--- config.mk ---
export PLATFORM = sky130hd
export DESIGN_NAME = source_char_tokenizer
export DESIGN_NICKNAME = d
export VERILOG_FILES = /design/src/hw/rtl/stc_pkg.sv /design/src/hw/rtl/stc_lex_core.sv /design/src/hw/rtl/source_char_tokenizer.sv
export SDC_FILE = /design/constraint.sdc
export NUM_CORES = 1
export LEC_CHECK = 0
export ABC_AREA = 1
export ABC_CLOCK_PERIOD_IN_PS = 12100
export BUFFER_PORTS_ARGS = -buffer_cell sky130_fd_sc_hd__buf_2
export CAP_MARGIN = 20
export CORE_ASPECT_RATIO = 0.5
export CORE_MARGIN = 4
export CORE_UTILIZATION = 47
export DETAILED_ROUTE_END_ITERATION = 6
export PLACE_DENSITY = 0.66
export SYNTH_ARGS = -nofsm -noshare
export SYNTH_HDL_FRONTEND = slang
export SYNTH_SLANG_ARGS = --single-unit
export TNS_END_PERCENT = 10
--- constraint.sdc ---
create_clock -name clock -period 12.1 [get_ports clock]
set_input_delay 1.21 -clock clock [delete_from_list [all_inputs] [get_ports clock]]
set_output_delay 1.21 -clock clock [all_outputs]
set_load 0.02 [all_outputs]
--- src/hw/rtl/stc_pkg.sv ---
// Shared types, token codes, character codes and operator lookup for the
// source character tokenizer. No dependencies.
`timescale 1ns / 1ps

package stc_pkg;

   localparam int POSITION_BITS_DEF = 16;
   localparam int MAX_TOKENS = 3;

   // token kinds: operators first, then the other token classes
   localparam logic [5:0] OP_INC       = 6'd0;
   localparam logic [5:0] OP_ADD_EQ    = 6'd1;
   localparam logic [5:0] OP_ADD       = 6'd2;
   localparam logic [5:0] OP_DEC       = 6'd3;
   localparam logic [5:0] OP_SUB_EQ    = 6'd4;
   localparam logic [5:0] OP_ARROW     = 6'd5;
   localparam logic [5:0] OP_SUB       = 6'd6;
   localparam logic [5:0] OP_POW_EQ    = 6'd7;
   localparam logic [5:0] OP_POW       = 6'd8;
   localparam logic [5:0] OP_MUL_EQ    = 6'd9;
   localparam logic [5:0] OP_MUL       = 6'd10;
   localparam logic [5:0] OP_IDIV_EQ   = 6'd11;
   localparam logic [5:0] OP_IDIV      = 6'd12;
   localparam logic [5:0] OP_DIV_EQ    = 6'd13;
   localparam logic [5:0] OP_DIV       = 6'd14;
   localparam logic [5:0] OP_EQ        = 6'd15;
   localparam logic [5:0] OP_FAT_ARROW = 6'd16;
   localparam logic [5:0] OP_ASSIGN    = 6'd17;
   localparam logic [5:0] OP_NE        = 6'd18;
   localparam logic [5:0] OP_NOT       = 6'd19;
   localparam logic [5:0] OP_LE        = 6'd20;
   localparam logic [5:0] OP_LT        = 6'd21;
   localparam logic [5:0] OP_GE        = 6'd22;
   localparam logic [5:0] OP_GT        = 6'd23;
   localparam logic [5:0] OP_LAND      = 6'd24;
   localparam logic [5:0] OP_AND       = 6'd25;
   localparam logic [5:0] OP_LOR       = 6'd26;
   localparam logic [5:0] OP_OR        = 6'd27;
   localparam logic [5:0] OP_LPAREN    = 6'd28;
   localparam logic [5:0] OP_RPAREN    = 6'd29;
   localparam logic [5:0] OP_LBRACK    = 6'd30;
   localparam logic [5:0] OP_RBRACK    = 6'd31;
   localparam logic [5:0] OP_LBRACE    = 6'd32;
   localparam logic [5:0] OP_RBRACE    = 6'd33;
   localparam logic [5:0] OP_DOT       = 6'd34;
   localparam logic [5:0] OP_COMMA     = 6'd35;
   localparam logic [5:0] OP_COLON     = 6'd36;
   localparam logic [5:0] OP_SEMI      = 6'd37;
   localparam logic [5:0] OP_QUEST     = 6'd38;
   localparam logic [5:0] OP_MOD       = 6'd39;
   localparam logic [5:0] K_IDENT      = 6'd40;
   localparam logic [5:0] K_INT        = 6'd41;
   localparam logic [5:0] K_FLOAT      = 6'd42;
   localparam logic [5:0] K_STRING     = 6'd43;
   localparam logic [5:0] K_NEWLINE    = 6'd44;
   localparam logic [5:0] K_BADSTR     = 6'd45;
   localparam logic [5:0] K_UNTERM     = 6'd46;
   localparam logic [5:0] K_UNKNOWN    = 6'd47;

   // character codes
   localparam logic [7:0] CH_TAB     = 8'h09;
   localparam logic [7:0] CH_LF      = 8'h0A;
   localparam logic [7:0] CH_VT      = 8'h0B;
   localparam logic [7:0] CH_FF      = 8'h0C;
   localparam logic [7:0] CH_CR      = 8'h0D;
   localparam logic [7:0] CH_SPACE   = 8'h20;
   localparam logic [7:0] CH_BANG    = 8'h21;
   localparam logic [7:0] CH_QUOTE   = 8'h22;
   localparam logic [7:0] CH_PERCENT = 8'h25;
   localparam logic [7:0] CH_AMP     = 8'h26;
   localparam logic [7:0] CH_LPAREN  = 8'h28;
   localparam logic [7:0] CH_RPAREN  = 8'h29;
   localparam logic [7:0] CH_STAR    = 8'h2A;
   localparam logic [7:0] CH_PLUS    = 8'h2B;
   localparam logic [7:0] CH_COMMA   = 8'h2C;
   localparam logic [7:0] CH_MINUS   = 8'h2D;
   localparam logic [7:0] CH_DOT     = 8'h2E;
   localparam logic [7:0] CH_SLASH   = 8'h2F;
   localparam logic [7:0] CH_ZERO    = 8'h30;
   localparam logic [7:0] CH_NINE    = 8'h39;
   localparam logic [7:0] CH_COLON   = 8'h3A;
   localparam logic [7:0] CH_SEMI    = 8'h3B;
   localparam logic [7:0] CH_LT      = 8'h3C;
   localparam logic [7:0] CH_EQ      = 8'h3D;
   localparam logic [7:0] CH_GT      = 8'h3E;
   localparam logic [7:0] CH_QUEST   = 8'h3F;
   localparam logic [7:0] CH_UPPER_A = 8'h41;
   localparam logic [7:0] CH_UPPER_Z = 8'h5A;
   localparam logic [7:0] CH_LBRACK  = 8'h5B;
   localparam logic [7:0] CH_RBRACK  = 8'h5D;
   localparam logic [7:0] CH_UNDER   = 8'h5F;
   localparam logic [7:0] CH_LOWER_A = 8'h61;
   localparam logic [7:0] CH_LOWER_Z = 8'h7A;
   localparam logic [7:0] CH_LBRACE  = 8'h7B;
   localparam logic [7:0] CH_PIPE    = 8'h7C;
   localparam logic [7:0] CH_RBRACE  = 8'h7D;

   typedef struct packed {
      logic [5:0]  kind;
      logic [15:0] start;
      logic [15:0] length;
      logic        last;
   } token_type;

   // all tokens caused by one input item, slot 0 first
   typedef struct packed {
      logic [1:0]                  count;
      token_type [MAX_TOKENS-1:0] slots;
   } emit_type;

   typedef struct packed {
      logic       hit;
      logic [5:0] kind;
   } op_hit_type;

   function automatic logic is_digit(input logic [7:0] c);
      return c inside {[CH_ZERO:CH_NINE]};
   endfunction

   function automatic logic is_alpha(input logic [7:0] c);
      return c inside {[CH_UPPER_A:CH_UPPER_Z], [CH_LOWER_A:CH_LOWER_Z]};
   endfunction

   function automatic logic is_blank(input logic [7:0] c);
      return c inside {CH_SPACE, CH_TAB, CH_VT, CH_FF, CH_CR};
   endfunction

   function automatic logic ident_cont(input logic [7:0] c);
      return is_alpha(c) || is_digit(c) || (c == CH_UNDER);
   endfunction

   // operators that can stand alone or open a longer operator
   function automatic op_hit_type op_alone(input logic [7:0] c);
      op_hit_type r;
      r.hit = 1'b1;
      case (c)
         CH_PLUS:  r.kind = OP_ADD;
         CH_MINUS: r.kind = OP_SUB;
         CH_STAR:  r.kind = OP_MUL;
         CH_SLASH: r.kind = OP_DIV;
         CH_EQ:    r.kind = OP_ASSIGN;
         CH_BANG:  r.kind = OP_NOT;
         CH_LT:    r.kind = OP_LT;
         CH_GT:    r.kind = OP_GT;
         CH_AMP:   r.kind = OP_AND;
         CH_PIPE:  r.kind = OP_OR;
         default: begin
            r.hit  = 1'b0;
            r.kind = K_UNKNOWN;
         end
      endcase
      return r;
   endfunction

   // operators that are always one character
   function automatic op_hit_type single_op(input logic [7:0] c);
      op_hit_type r;
      r.hit = 1'b1;
      case (c)
         CH_LPAREN:  r.kind = OP_LPAREN;
         CH_RPAREN:  r.kind = OP_RPAREN;
         CH_LBRACK:  r.kind = OP_LBRACK;
         CH_RBRACK:  r.kind = OP_RBRACK;
         CH_LBRACE:  r.kind = OP_LBRACE;
         CH_RBRACE:  r.kind = OP_RBRACE;
         CH_DOT:     r.kind = OP_DOT;
         CH_COMMA:   r.kind = OP_COMMA;
         CH_COLON:   r.kind = OP_COLON;
         CH_SEMI:    r.kind = OP_SEMI;
         CH_QUEST:   r.kind = OP_QUEST;
         CH_PERCENT: r.kind = OP_MOD;
         default: begin
            r.hit  = 1'b0;
            r.kind = K_UNKNOWN;
         end
      endcase
      return r;
   endfunction

   function automatic op_hit_type op_pair(input logic [7:0] a, input logic [7:0] b);
      op_hit_type r;
      r.hit  = 1'b0;
      r.kind = K_UNKNOWN;
      case (a)
         CH_PLUS: begin
            if (b == CH_PLUS) begin
               r.hit = 1'b1; r.kind = OP_INC;
            end else if (b == CH_EQ) begin
               r.hit = 1'b1; r.kind = OP_ADD_EQ;
            end
         end
         CH_MINUS: begin
            if (b == CH_MINUS) begin
               r.hit = 1'b1; r.kind = OP_DEC;
            end else if (b == CH_EQ) begin
               r.hit = 1'b1; r.kind = OP_SUB_EQ;
            end else if (b == CH_GT) begin
               r.hit = 1'b1; r.kind = OP_ARROW;
            end
         end
         CH_STAR: begin
            if (b == CH_EQ) begin
               r.hit = 1'b1; r.kind = OP_MUL_EQ;
            end
         end
         CH_SLASH: begin
            if (b == CH_EQ) begin
               r.hit = 1'b1; r.kind = OP_DIV_EQ;
            end
         end
         CH_EQ: begin
            if (b == CH_EQ) begin
               r.hit = 1'b1; r.kind = OP_EQ;
            end else if (b == CH_GT) begin
               r.hit = 1'b1; r.kind = OP_FAT_ARROW;
            end
         end
         CH_BANG: begin
            if (b == CH_EQ) begin
               r.hit = 1'b1; r.kind = OP_NE;
            end
         end
         CH_LT: begin
            if (b == CH_EQ) begin
               r.hit = 1'b1; r.kind = OP_LE;
            end
         end
         CH_GT: begin
            if (b == CH_EQ) begin
               r.hit = 1'b1; r.kind = OP_GE;
            end
         end
         CH_AMP: begin
            if (b == CH_AMP) begin
               r.hit = 1'b1; r.kind = OP_LAND;
            end
         end
         CH_PIPE: begin
            if (b == CH_PIPE) begin
               r.hit = 1'b1; r.kind = OP_LOR;
            end
         end
         default: begin
            r.hit = 1'b0;
         end
      endcase
      return r;
   endfunction

endpackage

--- src/hw/rtl/stc_lex_core.sv ---
// Scanner state and token decision for one byte: holds the scan mode and
// positions, and gives every token the byte causes. Depends on stc_pkg.
`timescale 1ns / 1ps

module stc_lex_core #(
   parameter int POSITION_BITS = stc_pkg::POSITION_BITS_DEF
) (
   input  logic              clock,
   input  logic              reset,
   input  logic              take,
   input  logic [7:0]        ch,
   input  logic              end_of_text,
   output stc_pkg::emit_type emit
);

   localparam int P = POSITION_BITS;
   localparam logic [P-1:0] POS_ONE = P'(1);
   localparam logic [P:0]   LEN_ONE = (P+1)'(1);

   typedef enum logic [2:0] {
      MODE_IDLE,
      MODE_IDENT,
      MODE_NUMBER,
      MODE_NUMBER_DOT,
      MODE_STRING,
      MODE_OPERATOR,
      MODE_OPERATOR2
   } mode_type;

   mode_type     mode_ff, mode_in;
   logic [7:0]   p0_ff, p0_in;
   logic [P-1:0] begin_ff, begin_in;
   logic [P-1:0] pos_ff, pos_in;
   logic         float_ff, float_in;
   logic         bad_ff, bad_in;

   mode_type           st_mode;
   logic               st_v;
   stc_pkg::token_type st_tok;
   stc_pkg::token_type pre0, pre1;
   logic [1:0]         pre_n;
   logic               do_start;
   logic [1:0]         total;
   stc_pkg::op_hit_type alone_p0, pair_hit, alone_ch, single_ch;
   logic [P-1:0]       pos_m1;

   function automatic logic [15:0] clamp16(input logic [P:0] v);
      logic [32:0] w;
      w = 33'(v);
      return (w > 33'd65535) ? 16'hFFFF : w[15:0];
   endfunction

   function automatic logic [P:0] span(input logic [P-1:0] endx,
                                       input logic [P-1:0] beg);
      return (endx > beg) ? {1'b0, endx - beg} : '0;
   endfunction

   function automatic stc_pkg::token_type mk(input logic [5:0] kind,
                                             input logic [P-1:0] start,
                                             input logic [P:0] len);
      stc_pkg::token_type t;
      t.kind   = kind;
      t.start  = clamp16({1'b0, start});
      t.length = clamp16(len);
      t.last   = 1'b0;
      return t;
   endfunction

   assign alone_p0  = stc_pkg::op_alone(p0_ff);
   assign pair_hit  = stc_pkg::op_pair(p0_ff, ch);
   assign alone_ch  = stc_pkg::op_alone(ch);
   assign single_ch = stc_pkg::single_op(ch);
   assign pos_m1    = pos_ff - POS_ONE;

   // what a byte does when it opens a new token
   always_comb begin
      st_mode = MODE_IDLE;
      st_v    = 1'b0;
      st_tok  = mk(stc_pkg::K_UNKNOWN, pos_ff, LEN_ONE);
      if (stc_pkg::is_blank(ch)) begin
         st_v = 1'b0;
      end else if (ch == stc_pkg::CH_LF) begin
         st_v   = 1'b1;
         st_tok = mk(stc_pkg::K_NEWLINE, pos_ff, LEN_ONE);
      end else if (ch == stc_pkg::CH_QUOTE) begin
         st_mode = MODE_STRING;
      end else if (stc_pkg::is_alpha(ch) || ch == stc_pkg::CH_UNDER) begin
         st_mode = MODE_IDENT;
      end else if (stc_pkg::is_digit(ch)) begin
         st_mode = MODE_NUMBER;
      end else if (alone_ch.hit) begin
         st_mode = MODE_OPERATOR;
      end else begin
         st_v   = 1'b1;
         st_tok = mk(single_ch.hit ? single_ch.kind : stc_pkg::K_UNKNOWN,
                     pos_ff, LEN_ONE);
      end
   end

   // tokens closed by this byte, then the new state
   always_comb begin
      mode_in  = mode_ff;
      p0_in    = p0_ff;
      begin_in = begin_ff;
      float_in = float_ff;
      bad_in   = bad_ff;
      pos_in   = (pos_ff == '1) ? pos_ff : pos_ff + POS_ONE;
      pre_n    = 2'd0;
      pre0     = mk(stc_pkg::K_UNKNOWN, pos_ff, LEN_ONE);
      pre1     = mk(stc_pkg::OP_DOT, pos_m1, LEN_ONE);
      do_start = 1'b0;

      if (end_of_text) begin
         case (mode_ff)
            MODE_IDENT: begin
               pre_n = 2'd1;
               pre0  = mk(stc_pkg::K_IDENT, begin_ff, span(pos_ff, begin_ff));
            end
            MODE_NUMBER: begin
               pre_n = 2'd1;
               pre0  = mk(float_ff ? stc_pkg::K_FLOAT : stc_pkg::K_INT, begin_ff,
                          span(pos_ff, begin_ff));
            end
            MODE_NUMBER_DOT: begin
               pre_n = 2'd2;
               pre0  = mk(stc_pkg::K_INT, begin_ff, span(pos_m1, begin_ff));
            end
            MODE_STRING: begin
               pre_n = 2'd1;
               pre0  = mk(stc_pkg::K_UNTERM, begin_ff, span(pos_ff, begin_ff));
            end
            MODE_OPERATOR2: begin
               pre_n = 2'd1;
               pre0  = mk((p0_ff == stc_pkg::CH_STAR) ? stc_pkg::OP_POW
                                                       : stc_pkg::OP_IDIV,
                          begin_ff, (P+1)'(2));
            end
            MODE_OPERATOR: begin
               pre_n = 2'd1;
               pre0  = mk(alone_p0.hit ? alone_p0.kind : stc_pkg::K_UNKNOWN,
                          begin_ff, LEN_ONE);
            end
            default: begin
               pre_n = 2'd0;
            end
         endcase
         // back to the reset state: next byte is position zero
         mode_in  = MODE_IDLE;
         p0_in    = '0;
         begin_in = '0;
         pos_in   = '0;
         float_in = 1'b0;
         bad_in   = 1'b0;
      end else begin
         case (mode_ff)
            MODE_IDENT: begin
               if (!stc_pkg::ident_cont(ch)) begin
                  pre_n    = 2'd1;
                  pre0     = mk(stc_pkg::K_IDENT, begin_ff, span(pos_ff, begin_ff));
                  do_start = 1'b1;
               end
            end
            MODE_NUMBER: begin
               if (stc_pkg::is_digit(ch)) begin
                  mode_in = MODE_NUMBER;
               end else if (ch == stc_pkg::CH_DOT && !float_ff) begin
                  mode_in = MODE_NUMBER_DOT;
               end else begin
                  pre_n    = 2'd1;
                  pre0     = mk(float_ff ? stc_pkg::K_FLOAT : stc_pkg::K_INT,
                                begin_ff, span(pos_ff, begin_ff));
                  do_start = 1'b1;
               end
            end
            MODE_NUMBER_DOT: begin
               if (stc_pkg::is_digit(ch)) begin
                  float_in = 1'b1;
                  mode_in  = MODE_NUMBER;
               end else begin
                  // integer, then the dot on its own, then this byte afresh
                  pre_n    = 2'd2;
                  pre0     = mk(stc_pkg::K_INT, begin_ff, span(pos_m1, begin_ff));
                  do_start = 1'b1;
               end
            end
            MODE_STRING: begin
               if (ch == stc_pkg::CH_QUOTE) begin
                  pre_n   = 2'd1;
                  pre0    = mk(bad_ff ? stc_pkg::K_BADSTR : stc_pkg::K_STRING,
                               begin_ff, span(pos_ff, begin_ff) + LEN_ONE);
                  mode_in = MODE_IDLE;
               end else if (ch == stc_pkg::CH_LF || ch == stc_pkg::CH_CR) begin
                  bad_in = 1'b1;
               end
            end
            MODE_OPERATOR2: begin
               pre_n = 2'd1;
               if (ch == stc_pkg::CH_EQ) begin
                  pre0    = mk((p0_ff == stc_pkg::CH_STAR) ? stc_pkg::OP_POW_EQ
                                                            : stc_pkg::OP_IDIV_EQ,
                               begin_ff, (P+1)'(3));
                  mode_in = MODE_IDLE;
               end else begin
                  pre0     = mk((p0_ff == stc_pkg::CH_STAR) ? stc_pkg::OP_POW
                                                             : stc_pkg::OP_IDIV,
                                begin_ff, (P+1)'(2));
                  do_start = 1'b1;
               end
            end
            MODE_OPERATOR: begin
               if ((p0_ff == stc_pkg::CH_STAR || p0_ff == stc_pkg::CH_SLASH) &&
                   ch == p0_ff) begin
                  mode_in = MODE_OPERATOR2;
               end else if (pair_hit.hit) begin
                  pre_n   = 2'd1;
                  pre0    = mk(pair_hit.kind, begin_ff, (P+1)'(2));
                  mode_in = MODE_IDLE;
               end else begin
                  pre_n    = 2'd1;
                  pre0     = mk(alone_p0.hit ? alone_p0.kind : stc_pkg::K_UNKNOWN,
                                begin_ff, LEN_ONE);
                  do_start = 1'b1;
               end
            end
            default: begin
               do_start = 1'b1;
            end
         endcase

         if (do_start) begin
            mode_in  = st_mode;
            begin_in = pos_ff;
            p0_in    = ch;
            float_in = 1'b0;
            bad_in   = 1'b0;
         end
      end
   end

   // pack closed tokens first, then the token the byte itself gives
   always_comb begin
      total = pre_n + {1'b0, do_start & st_v};
      emit.count    = total;
      emit.slots[0] = (pre_n != 2'd0) ? pre0 : st_tok;
      emit.slots[1] = (pre_n == 2'd2) ? pre1 : st_tok;
      emit.slots[2] = st_tok;
      emit.slots[0].last = (total == 2'd1);
      emit.slots[1].last = (total == 2'd2);
      emit.slots[2].last = (total == 2'd3);
   end

   always_ff @(posedge clock) begin
      if (reset) begin
         mode_ff  <= MODE_IDLE;
         p0_ff    <= '0;
         begin_ff <= '0;
         pos_ff   <= '0;
         float_ff <= 1'b0;
         bad_ff   <= 1'b0;
      end else if (take) begin
         mode_ff  <= mode_in;
         p0_ff    <= p0_in;
         begin_ff <= begin_in;
         pos_ff   <= pos_in;
         float_ff <= float_in;
         bad_ff   <= bad_in;
      end
   end

endmodule

--- src/hw/rtl/source_char_tokenizer.sv ---
// The first token of a byte is offered on rsp_ the cycle after the byte is taken.
// Throughput: one byte per cycle while each byte gives at most one token and
// rsp_ready stays high; a byte giving n tokens (n up to 3) holds req_ready low
// until the token buffer drains, one token per rsp_ handshake.
// Reset (synchronous, active high) empties the token buffer and starts a new text.
// Top level of the source character tokenizer; uses stc_pkg and stc_lex_core.
`timescale 1ns / 1ps

module source_char_tokenizer #(
   parameter int POSITION_BITS = stc_pkg::POSITION_BITS_DEF
) (
   input  logic        clock,
   input  logic        reset,
   input  logic        req_valid,
   output logic        req_ready,
   input  logic [7:0]  req_ch,
   input  logic        req_end_of_text,
   output logic        rsp_valid,
   input  logic        rsp_ready,
   output logic [5:0]  rsp_token_kind,
   output logic [15:0] rsp_token_start,
   output logic [15:0] rsp_token_length,
   output logic        rsp_last
);

   localparam int N = stc_pkg::MAX_TOKENS;

   stc_pkg::emit_type             emit;
   stc_pkg::token_type [N-1:0]    buf_ff, buf_in;
   logic [1:0]                    cnt_ff, cnt_in;
   logic                          take;
   logic                          pop;

   stc_lex_core #(
      .POSITION_BITS(POSITION_BITS)
   ) u_core (
      .clock       (clock),
      .reset       (reset),
      .take        (take),
      .ch          (req_ch),
      .end_of_text (req_end_of_text),
      .emit        (emit)
   );

   // take a new byte once the buffer is empty or its last token leaves now
   assign req_ready = (cnt_ff == 2'd0) || (cnt_ff == 2'd1 && rsp_ready);
   assign take      = req_valid && req_ready;
   assign rsp_valid = (cnt_ff != 2'd0);
   assign pop       = rsp_valid && rsp_ready;

   assign rsp_token_kind   = buf_ff[0].kind;
   assign rsp_token_start  = buf_ff[0].start;
   assign rsp_token_length = buf_ff[0].length;
   assign rsp_last         = buf_ff[0].last;

   always_comb begin
      cnt_in = cnt_ff;
      buf_in = buf_ff;
      if (take) begin
         cnt_in = emit.count;
         buf_in = emit.slots;
      end else if (pop) begin
         // advance the queue by one token
         cnt_in    = cnt_ff - 2'd1;
         buf_in[0] = buf_ff[1];
         buf_in[1] = buf_ff[2];
      end
   end

   always_ff @(posedge clock) begin
      if (reset) begin
         cnt_ff <= 2'd0;
      end else begin
         cnt_ff <= cnt_in;
      end
   end

   always_ff @(posedge clock) begin
      buf_ff <= buf_in;
   end

endmodule
Yosys cells after proc, flatten, opt, wreduce, memory -nomap -nowiden. Cells that the tools add are included.

Bits in registers: 164. Bits in latches: 0. Bits in writable memories: 0. Bits in read-only memories: 0. Input port bits: 13. Memories kept: 0.

$add $sub $neg: 7. $mul: 0. Div/mod/pow operators: 0. Order comparisons: 11. Equality and inequality tests: 60. Shift-type cells: 0. Muxes and demuxes: 111. Bitwise logic cells: 1. Reduce and logical (&&, ||, !) cells: 36.

Operators by type and width (number): $mux 39 (15); $pmux 39 s6 (2); $eq 8x6->1 const B (28); $mux 78 (2); $mux 16 (9); $pmux 6 s10 (2); $mux 7 (14); $mux 36 (2); $pmux 6 s12 (1); $eq 8x7->1 const B (7); $mux 3 (17); $eq 8x4->1 const B (5); $gt 17x16->1 const B (2); $gt 16x16->1 (2); $sub 16x16->16 (2); $mux 1 (31); $reduce_or 10->1 (2); $add 17x1->17 const B (1); $add 16x1->16 const B (1); $eq 16x16->1 const B (1); $ge 8x7->1 const B (2); $gt 16x16->1 const B (1); $le 8x7->1 const B (2); $mux 8 (2); other kinds (38) (73).

Depth between registers and ports, before layout. Gate-level depths: netlist (run 1).

Depth in word-level cells: 14. Depth in mapped cells: 33.

By module. From an unflattened synthesis (run 1), not the netlist that was laid out.

Cell total of the unflattened synthesis: 1834. Area, all modules: 12782.3 um^2.

Modules (own cells, without submodules): stc_lex_core (times used 1, cells an instance 1401, area an instance 7836.3 um^2, sequential area each 900.9 um^2); source_char_tokenizer (times used 1, cells an instance 433, area an instance 4946.0 um^2, sequential area each 3553.4 um^2).

Worst setup path before layout (run 1). No wires, ideal clock.

Kind: register -> register. From: register u_core.pos_ff[0]. To: register buf_ff (netlist bit rsp_token_length[13]) (data pin). Library setup time: 0.249 ns. Arrival time: 3.553 ns. Data required time: 11.851 ns. Path slack: 8.298 ns. Stages on the path, launching flop included: 31. Path buffers: 2. Period minus slack after synthesis: 3.802 ns. Cells stage by stage: dfxtp_1 -> clkinv_1 -> ha_1 -> fa_1 -> inv_1 -> nand2_1 -> nand2_1 -> nand3_2 -> nand2_1 -> nand2_1 -> nand2_2 -> nand2_2 -> buf_6 -> inv_2 -> nand2_1 -> inv_1 -> ha_1 -> nand3_1 -> nor2_4 -> nand2_1 -> nand2_1 -> nand2_1 -> nand3_1 -> nor2_1 -> nand2_2 -> nand2_4 -> buf_8 -> o21ai_2 -> nand3_1 -> nand2_1 -> inv_1.

Longest elaborated chain between the ends: 10.

Ends and longest elaborated chain: from (decl) (RTL line stc_lex_core.sv:33) `logic [P-1:0] pos_ff, pos_in;`; from (signal assigned) (RTL line stc_lex_core.sv:264) `pos_ff <= pos_in;`; $sub 16x16->16, or another cell as far along (RTL line stc_lex_core.sv:55) `return (endx > beg) ? {1'b0, endx - beg} : '0;`; $mux 16, or another cell as far along (RTL line stc_lex_core.sv:55); $add 17x1->17, or another cell as far along (RTL line stc_lex_core.sv:190) `begin_ff, span(pos_ff, begin_ff) + LEN_ONE);`; $gt 17x16->1 or $mux 16 (tied branches) (RTL line stc_lex_core.sv:50) `return (w > 33'd65535) ? 16'hFFFF : w[15:0];`; $mux 16 or $mux 39 (tied branches) (RTL line stc_lex_core.sv:50, stc_lex_core.sv:166); $mux 39, or another cell as far along (RTL line stc_lex_core.sv:187) `if (ch == stc_pkg::CH_QUOTE) begin`; $pmux 39 s6 (RTL line stc_lex_core.sv:155) `case (mode_ff)`; $mux 39 * (RTL line stc_lex_core.sv:113) `if (end_of_text) begin`; $mux 39 * (RTL line stc_lex_core.sv:244) `emit.slots[0] = (pre_n != 2'd0) ? pre0 : st_tok;`; $mux 78 * (RTL line source_char_tokenizer.sv:59) `if (take) begin`; to (signal assigned) (RTL line source_char_tokenizer.sv:79) `buf_ff <= buf_in;`; to (decl) (RTL line source_char_tokenizer.sv:29) `stc_pkg::token_type [N-1:0] buf_ff, buf_in;`.

Every way passes the cells marked *; elsewhere a longest branch is shown, timed or not. A chain may end at the register's enable or synchronous reset.

Final worst setup path (run 1).
From: register u_core.pos_ff[1]. To: register buf_ff (netlist bit rsp_token_length[2]) (data pin).

The elaborated chain is that of the path after synthesis.

==> metrics.yaml, run 1 <==
setup_viol_count_final: 0
finalHoldViolations: 0
rsz0062_at_grt: "no"
start_kind: "flip-flop"
synth_top_area_share_pct: 22.5
via_count: 11600
postCtsHoldBufs: 0
fin_crit_sh_pct: 42.3
n_fill_cell: 2313
via_per_inst: 5.91
fmax_ghz: 0.196
ys_top_cells_by_area: "edfxtp_1, nand2_1, dfxtp_1"
power_density_nw_per_um2: 195
grt_overflow: 0
dpl_worst_slack_ps: 7020
htree_levels: 4
cp.required_ps: 12350
irDropWorstVdd_v: 0.000302
clkLatencyLatePin_ps: 450
synth_area_leader_cell: "edfxtp_1"
rows: 39
end_kind: "flip-flop"
firstDrtPassIters: 6
dpl.hpwl_mm: 31.7
synth-seq-area-share_pct: 30.8
synth_edf_count: 85
slew_violations: 0
synth_seq_cells: 132
finalWirelength_mm: 40.4
clk_pin_slew_ps: 70
setup_tns_ps: 0
p_leak_uw: 0.00524
path_cells: "inv_1, nand3_1, nor3_1, nand3_1, nor3_1, nand2_1, inv_1, nand3_1, xor2_1, inv_1, ha_1, nand2_1, o21ai_0, a21oi_1, nand2_1, inv_1, o21ai_0, nand2_1, inv_1, nand2_1, nor3_1, o21ai_0, a21oi_1"
cp_max_fo: 20
drive_gt1_share_pct: 11.2
cts_sinks: 132
coreArea_um2: 23300
syn_nets: 1711
crit_slowest_cell: "inv_1"
die_x_um: 228
antenna_cells: 0
crit_path_max_incr_delay_ps: 530
synth.avg_cell_area_um2: 6.85
synthesis.area_um2: 11300
io_pins: 54
synth_cell_types: 61
synthArstFlopShare_pct: 0
yosysWarnings: 0
grt_max_degree: 67
timing.critical_path.arrival_ps: 5360
cts_max_path_buffers: 2
drt-wirelength-per-cell_um: 20.5
post-cts-setup-buffers: 0
grt_pass1_vias: 10800
ys.flop_type: "edfxtp_1"
relSlewSlack_pct: 27.9
critical_path_class: "flip-flop to flip-flop"
num-nets-final: 1703
hp-class: "flip-flop to flip-flop"
fin_ws_ps: 6990
area_delta_synth_final_pct: 7.47
antenna_found_initial: 0
grt.total_usage_pct: 30.0
skew_ps: 11.9
fp.dieArea_um2: 26800
cts_tree: "built"
cap_violations: 0
ant_nets: 0
status: "complete, no violations"
crit_family: "simple AND/OR/NAND/NOR gates"
cts-root-buf: "clkbuf_16"
cts-resized-gates: 0
netlist_instances: 1655
place_congestion: 0.991
worst_pin_slew_ps: 1080
drtIter0Drc: 1506
port_buffers: 53
finalCriticalPeriod_ps: 5110
grt_pass1_wl_mm: 62.5
die_y_um: 118
drc: 0
initial_core_util_pct: 48.7
cts_buffers: 17
cp.buffers_inverters: 5
## final cells by class
cell class	count	area (um2)	share of cell area, %
clock inverter	15	239	1.96
timing repair buffer	64	348	2.86
sequential	132	3490	28.7
clock buffer	17	425	3.49
tap	307	384	3.15
inverter	235	885	7.27
multi-input combinational	1197	6400	52.6
## where the power goes
| part | internal (uW) | switching, uW | leakage, uW |
|---|---|---|---|
| clock network | 371 | 231 | 0.000315 |
| logic | 267 | 775 | 0.00372 |
| registers | 678 | 50.2 | 0.00120 |
| total | 1320 | 1060 | 0.00524 |
## synth_stat cells, types with 5 or more instances
cell and instances:
nand4_1 31, dfxtp_1 47, xnor2_1 13, o221ai_1 13
ha_1 41, buf_6 6, nand2_1 391, buf_2 10
o21ai_1 34, nor2_4 8, nand2_2 14, o32ai_1 11
nor3_1 37, o21ai_0 115, edfxtp_1 85, xor2_1 19
nor2_2 15, o2111ai_1 8, nor2_1 154, nor4_1 5
nand3_1 97, inv_2 18, or2_2 6, a31oi_1 17
clkbuf_1 31, o311ai_0 9, a211oi_1 10, inv_1 214
a21oi_1 82, buf_4 40, nand3_2 8, o211ai_1 10
## kinds of logic (layout without fill, tap and decap cells)
group                    Yosys count  in the layout  synth area share [%]
flip-flops                       132            132                  30.8
buffers and inverters            326            331                  12.8
XOR/XNOR                          32             32                  2.47
AND/OR/NAND/NOR                  788            788                  31.6
adder cells (fa/ha/maj)           43             43                  4.88
AO/OA/AOI/OAI                    334            334                  17.5
## state kept, by name, indices dropped and copies added (netlist names)
name,cells
u_core.bad_ff,1
u_core.begin_ff,16
buf_ff,46
cnt_ff,2
u_core.mode_ff,3
rsp_token_length,16
rsp_last,1
u_core.float_ff,1
u_core.pos_ff,16
u_core.p0_ff,8
rsp_token_start,16
rsp_token_kind,6
## worst register-to-register path, delay by kind of cell, from the launching register on
kind | cells | cell delay [ps]
AND/OR/NAND/NOR | 11 | 2050
buffers and inverters | 5 | 1050
AO/OA/AOI/OAI | 5 | 890
flip-flops | 1 | 420
adder cells (fa/ha/maj) | 1 | 350
XOR/XNOR | 1 | 170
## placed cells by master (no fill, tap or decap), types with 41 or more instances in the layout
master,instances
nand2_1,389
inv_1,213
nor2_1,154
o21ai_0,115
nand3_1,97
edfxtp_1,85
a21oi_1,82
buf_2,53
dfxtp_1,47
ha_1,41
## through the flow
step,hold WS (ps),cell area [um2],power (uW),utilization (%),instances
floorplan,435,11300,1520,-,1655
global placement,452,11500,1750,49.5,1935
detailed placement,457,11500,1760,49.5,1935
CTS,467,12200,2360,52.3,1967
global route,495,12200,2500,52.3,1967
finish,472,12200,2370,52.3,1967
## per-layer routing
metal	GRT usage, %	wire [um]	vias up
met5	0	0	-
met4	6.61	764	0
met3	8.57	4520	67
met2	43.4	16600	595
met1	44.1	18400	5441
li1	-	-	5517
## path summary, 6_finish.rpt
path,depth (start not counted),startpoint,end,slack [ps]
min reg2reg,2,u_core.begin_ff[9]$_SDFFE_PP0P_,u_core.begin_ff[9]$_SDFFE_PP0P_,470
max,23,u_core.pos_ff[1]$_SDFFE_PP0P_,rsp_token_length[2]$_SDFFCE_PN0P_,6990
max reg2reg,23,u_core.pos_ff[1]$_SDFFE_PP0P_,rsp_token_length[2]$_SDFFCE_PN0P_,6990
min,2,u_core.begin_ff[9]$_SDFFE_PP0P_,u_core.begin_ff[9]$_SDFFE_PP0P_,470
(Power assumes the default switching activity.)
==> run 2, diff against run 1 <==
--- a/config.mk
+++ b/config.mk
@@ -6,7 +6,7 @@
 export NUM_CORES = 1
 export LEC_CHECK = 0
 export ABC_AREA = 1
-export ABC_CLOCK_PERIOD_IN_PS = 12100
+export ABC_CLOCK_PERIOD_IN_PS = 4800
 export BUFFER_PORTS_ARGS = -buffer_cell sky130_fd_sc_hd__buf_2
 export CAP_MARGIN = 20
 export CORE_ASPECT_RATIO = 0.5
==> constraint.sdc (replaced) <==
create_clock -name clock -period 4.8 [get_ports clock]
set_input_delay 0.48 -clock clock [delete_from_list [all_inputs] [get_ports clock]]
set_output_delay 0.48 -clock clock [all_outputs]
set_load 0.02 [all_outputs]
==> run 2 against run 1 <==
Net effect: non-clock buffer count is 19 higher; routed wire length is 4.0% higher; die area unchanged; final area is 0.45% higher; worst setup slack worse by 6600 ps; total power rose by 150%; clock power up 110%; critical path depth stayed put; sequential share of layout area shrank 0.12 points; sequential cell count is the same; critical endpoint is now rsp_token_length[3]$_SDFFCE_PN0P_; largest cell class unchanged; largest power group unchanged.
==> metrics.yaml, run 2 (synthesis gave the netlist of run 1 again) <==
cts_sinks: 132  # unchanged
n_fill_cell: 2348  # +1.5%
grt.total_usage_pct: 31.1  # +1.1 points
clk_pin_slew_ps: 70  # about the same
drc: 0  # unchanged
die_y_um: 118  # unchanged
antenna_cells: 0  # unchanged
largest_reg_flops: 46  # unchanged
via_per_inst: 5.93  # +0.37%
grt_pass1_wl_mm: 63.8  # +2.1%
firstDrtPassIters: 6  # unchanged
setup_viol_count_final: 0  # unchanged
hold_start: "req_ch[5]"
fp.dieArea_um2: 26800  # unchanged
clkLatencyLatePin_ps: 450  # about the same
top_register: "buf_ff"
via_count: 11800  # +1.4%
postLayoutCellArea_um2: 12200  # +0.45%
worst_pin_slew_ps: 1080  # +6.57 ps
cts_buffers: 17  # unchanged
fin_crit_sh_pct: 91.8  # +50 points
skew_ps: 11.5  # -0.413 ps
grt_max_degree: 67  # unchanged
rrSetupSlack_ps: 390  # -6590 ps
fmax_ghz: 0.227  # +16%
drive_gt1_share_pct: 12.5  # +1.3 points
layout_commonest_cell: "nand2_1"
p_leak_uw: 0.00529  # +0.89%
end_kind: "flip-flop"
r2r_end: "rsp_token_length[3]$_SDFFCE_PN0P_"
r2r-start: "u_core.pos_ff[1]$_SDFFE_PP0P_"
cp_max_fo: 7  # -65%
grt_overflow: 0  # unchanged
initial_core_util_pct: 48.7  # unchanged
finalCriticalPeriod_ps: 4410  # -708 ps
cp.required_ps: 5050  # -7300 ps
area_delta_synth_final_pct: 7.95
num-nets-final: 1723  # +1.2%
min_to: "u_core.p0_ff[5]$_SDFFE_PP0P_"
ant_nets: 0  # unchanged
drt-wirelength-per-cell_um: 21.1  # +3.0%
rows: 39  # unchanged
htree_levels: 4  # unchanged
place_congestion: 0.959  # -3.2%
start_kind: "flip-flop"
power_uw: 5890  # +150%
grt_pass1_vias: 11000  # +1.4%
cts-root-buf: "clkbuf_16"
coreArea_um2: 23300  # unchanged
timing.critical_path.arrival_ps: 4650  # -710 ps
critical_path_class: "flip-flop to flip-flop"
dpl.hpwl_mm: 33.0  # +4.1%
die_x_um: 228  # unchanged
hp-class: "primary input to flip-flop"
hold_depth: 3  # +1
status: "complete, no violations"
cts_tree: "built"
cts_max_path_buffers: 2  # unchanged
finalHoldViolations: 0  # unchanged
power_density_nw_per_um2: 481  # +150%
finalWirelength_mm: 42.0  # +4.0%
reg2reg_depth: 23  # unchanged
cap_violations: 0  # unchanged
port_buffers: 53  # unchanged
relSlewSlack_pct: 27.5  # -0.44 points
slew_violations: 0  # unchanged
antenna_found_initial: 1  # +1
placed_cell_area_um2: 11600  # +1.1%
irDropWorstVdd_v: 0.000856  # +180%
most-common-layout-cells: "nand2_1, inv_1, nor2_1"
drtIter0Drc: 1413  # -6.2%
postCtsHoldBufs: 0  # unchanged
io_pins: 54  # unchanged
run 2: cell types whose count changed in the layout (fill, tap and decap cells not counted), moves of 2 or more:
cell,change
clkinv_2,+4
clkinv_4,+3
bufinv_16,-4
inv_8,-2
buf_4,+19
run 2: how the worst max path moves through the flow:
| stage | from | end | slack (ps) | depth (start not counted) |
|---|---|---|---|---|
| global placement | u_core.pos_ff[1]$_SDFFE_PP0P_ | rsp_token_length[3]$_SDFFCE_PN0P_ | 290 | 23 |
| floorplan | u_core.pos_ff[0]$_SDFFE_PP0P_ | rsp_token_length[13]$_SDFFCE_PN0P_ | 1000 | 30 |
| finish | u_core.pos_ff[1]$_SDFFE_PP0P_ | rsp_token_length[3]$_SDFFCE_PN0P_ | 390 | 23 |
| detailed placement | u_core.pos_ff[1]$_SDFFE_PP0P_ | rsp_token_length[3]$_SDFFCE_PN0P_ | 270 | 23 |
| CTS | u_core.pos_ff[1]$_SDFFE_PP0P_ | rsp_token_length[3]$_SDFFCE_PN0P_ | 200 | 23 |
| global route | u_core.pos_ff[1]$_SDFFE_PP0P_ | rsp_token_length[3]$_SDFFCE_PN0P_ | -20 | 23 |
run 2: what timing repair did:
item / CTS / global route
gates resized for setup: 0 / 5
endpoints found under the setup margin: 0 / 12
buffers inserted: 0 / 2
run 2: cell type report:
class	count	area (um2)	share of cell area (%)
Clock buffer	18	429	3.51
Timing Repair Buffer	83	490	4.01
Multi-Input combinational cell	1197	6410	52.4
Timing Repair inverter	1	5.00	0.0409
Sequential cell	132	3490	28.6
Clock inverter	14	126	1.03
Inverter	235	892	7.29
Tap cell	307	384	3.14
run 2: worst max-delay path, cell delays in order, from the launching register on:
cell	delay [ps]
dfxtp_1	380
inv_1	250
ha_1	250
nand3_1	180
nor3_1	320
nand3_1	230
nor2_1	140
inv_1	70
nor2_1	120
xor2_1	190
inv_1	60
ha_1	350
nand2_1	110
o21ai_0	200
a21oi_1	60
nand2_1	100
inv_1	40
o21ai_0	200
nand2_2	180
clkinvlp_4	160
nand3_1	100
o221ai_1	170
nand2_1	70
a21oi_1	250
run 2: routing by layer:
layer | share of wire, % | global-route usage (%)
met5 | 0.031 | 0
met1 | 45 | 45.8
met2 | 40 | 43.7
met4 | 2.0 | 8.04
met3 | 12 | 9.89
run 2: where the power goes:
part           internal (uW)  switching [uW]
Combinational            743            2030
Clock                    716             563
Sequential              1710             128
run 2: metrics by stage:
stage | instances | utilization, % | setup slack, ps | TNS, ps | hold slack [ps]
after floorplan | 1655 | - | 998 | 0 | 435
after global placement | 1952 | 50.0 | 292 | 0 | 454
after detailed placement | 1952 | 50.0 | 271 | 0 | 456
after CTS | 1984 | 52.4 | 204 | 0 | 351
after global routing | 1987 | 52.5 | -20.5 | -31.0 | 372
final | 1987 | 52.5 | 393 | 0 | 365
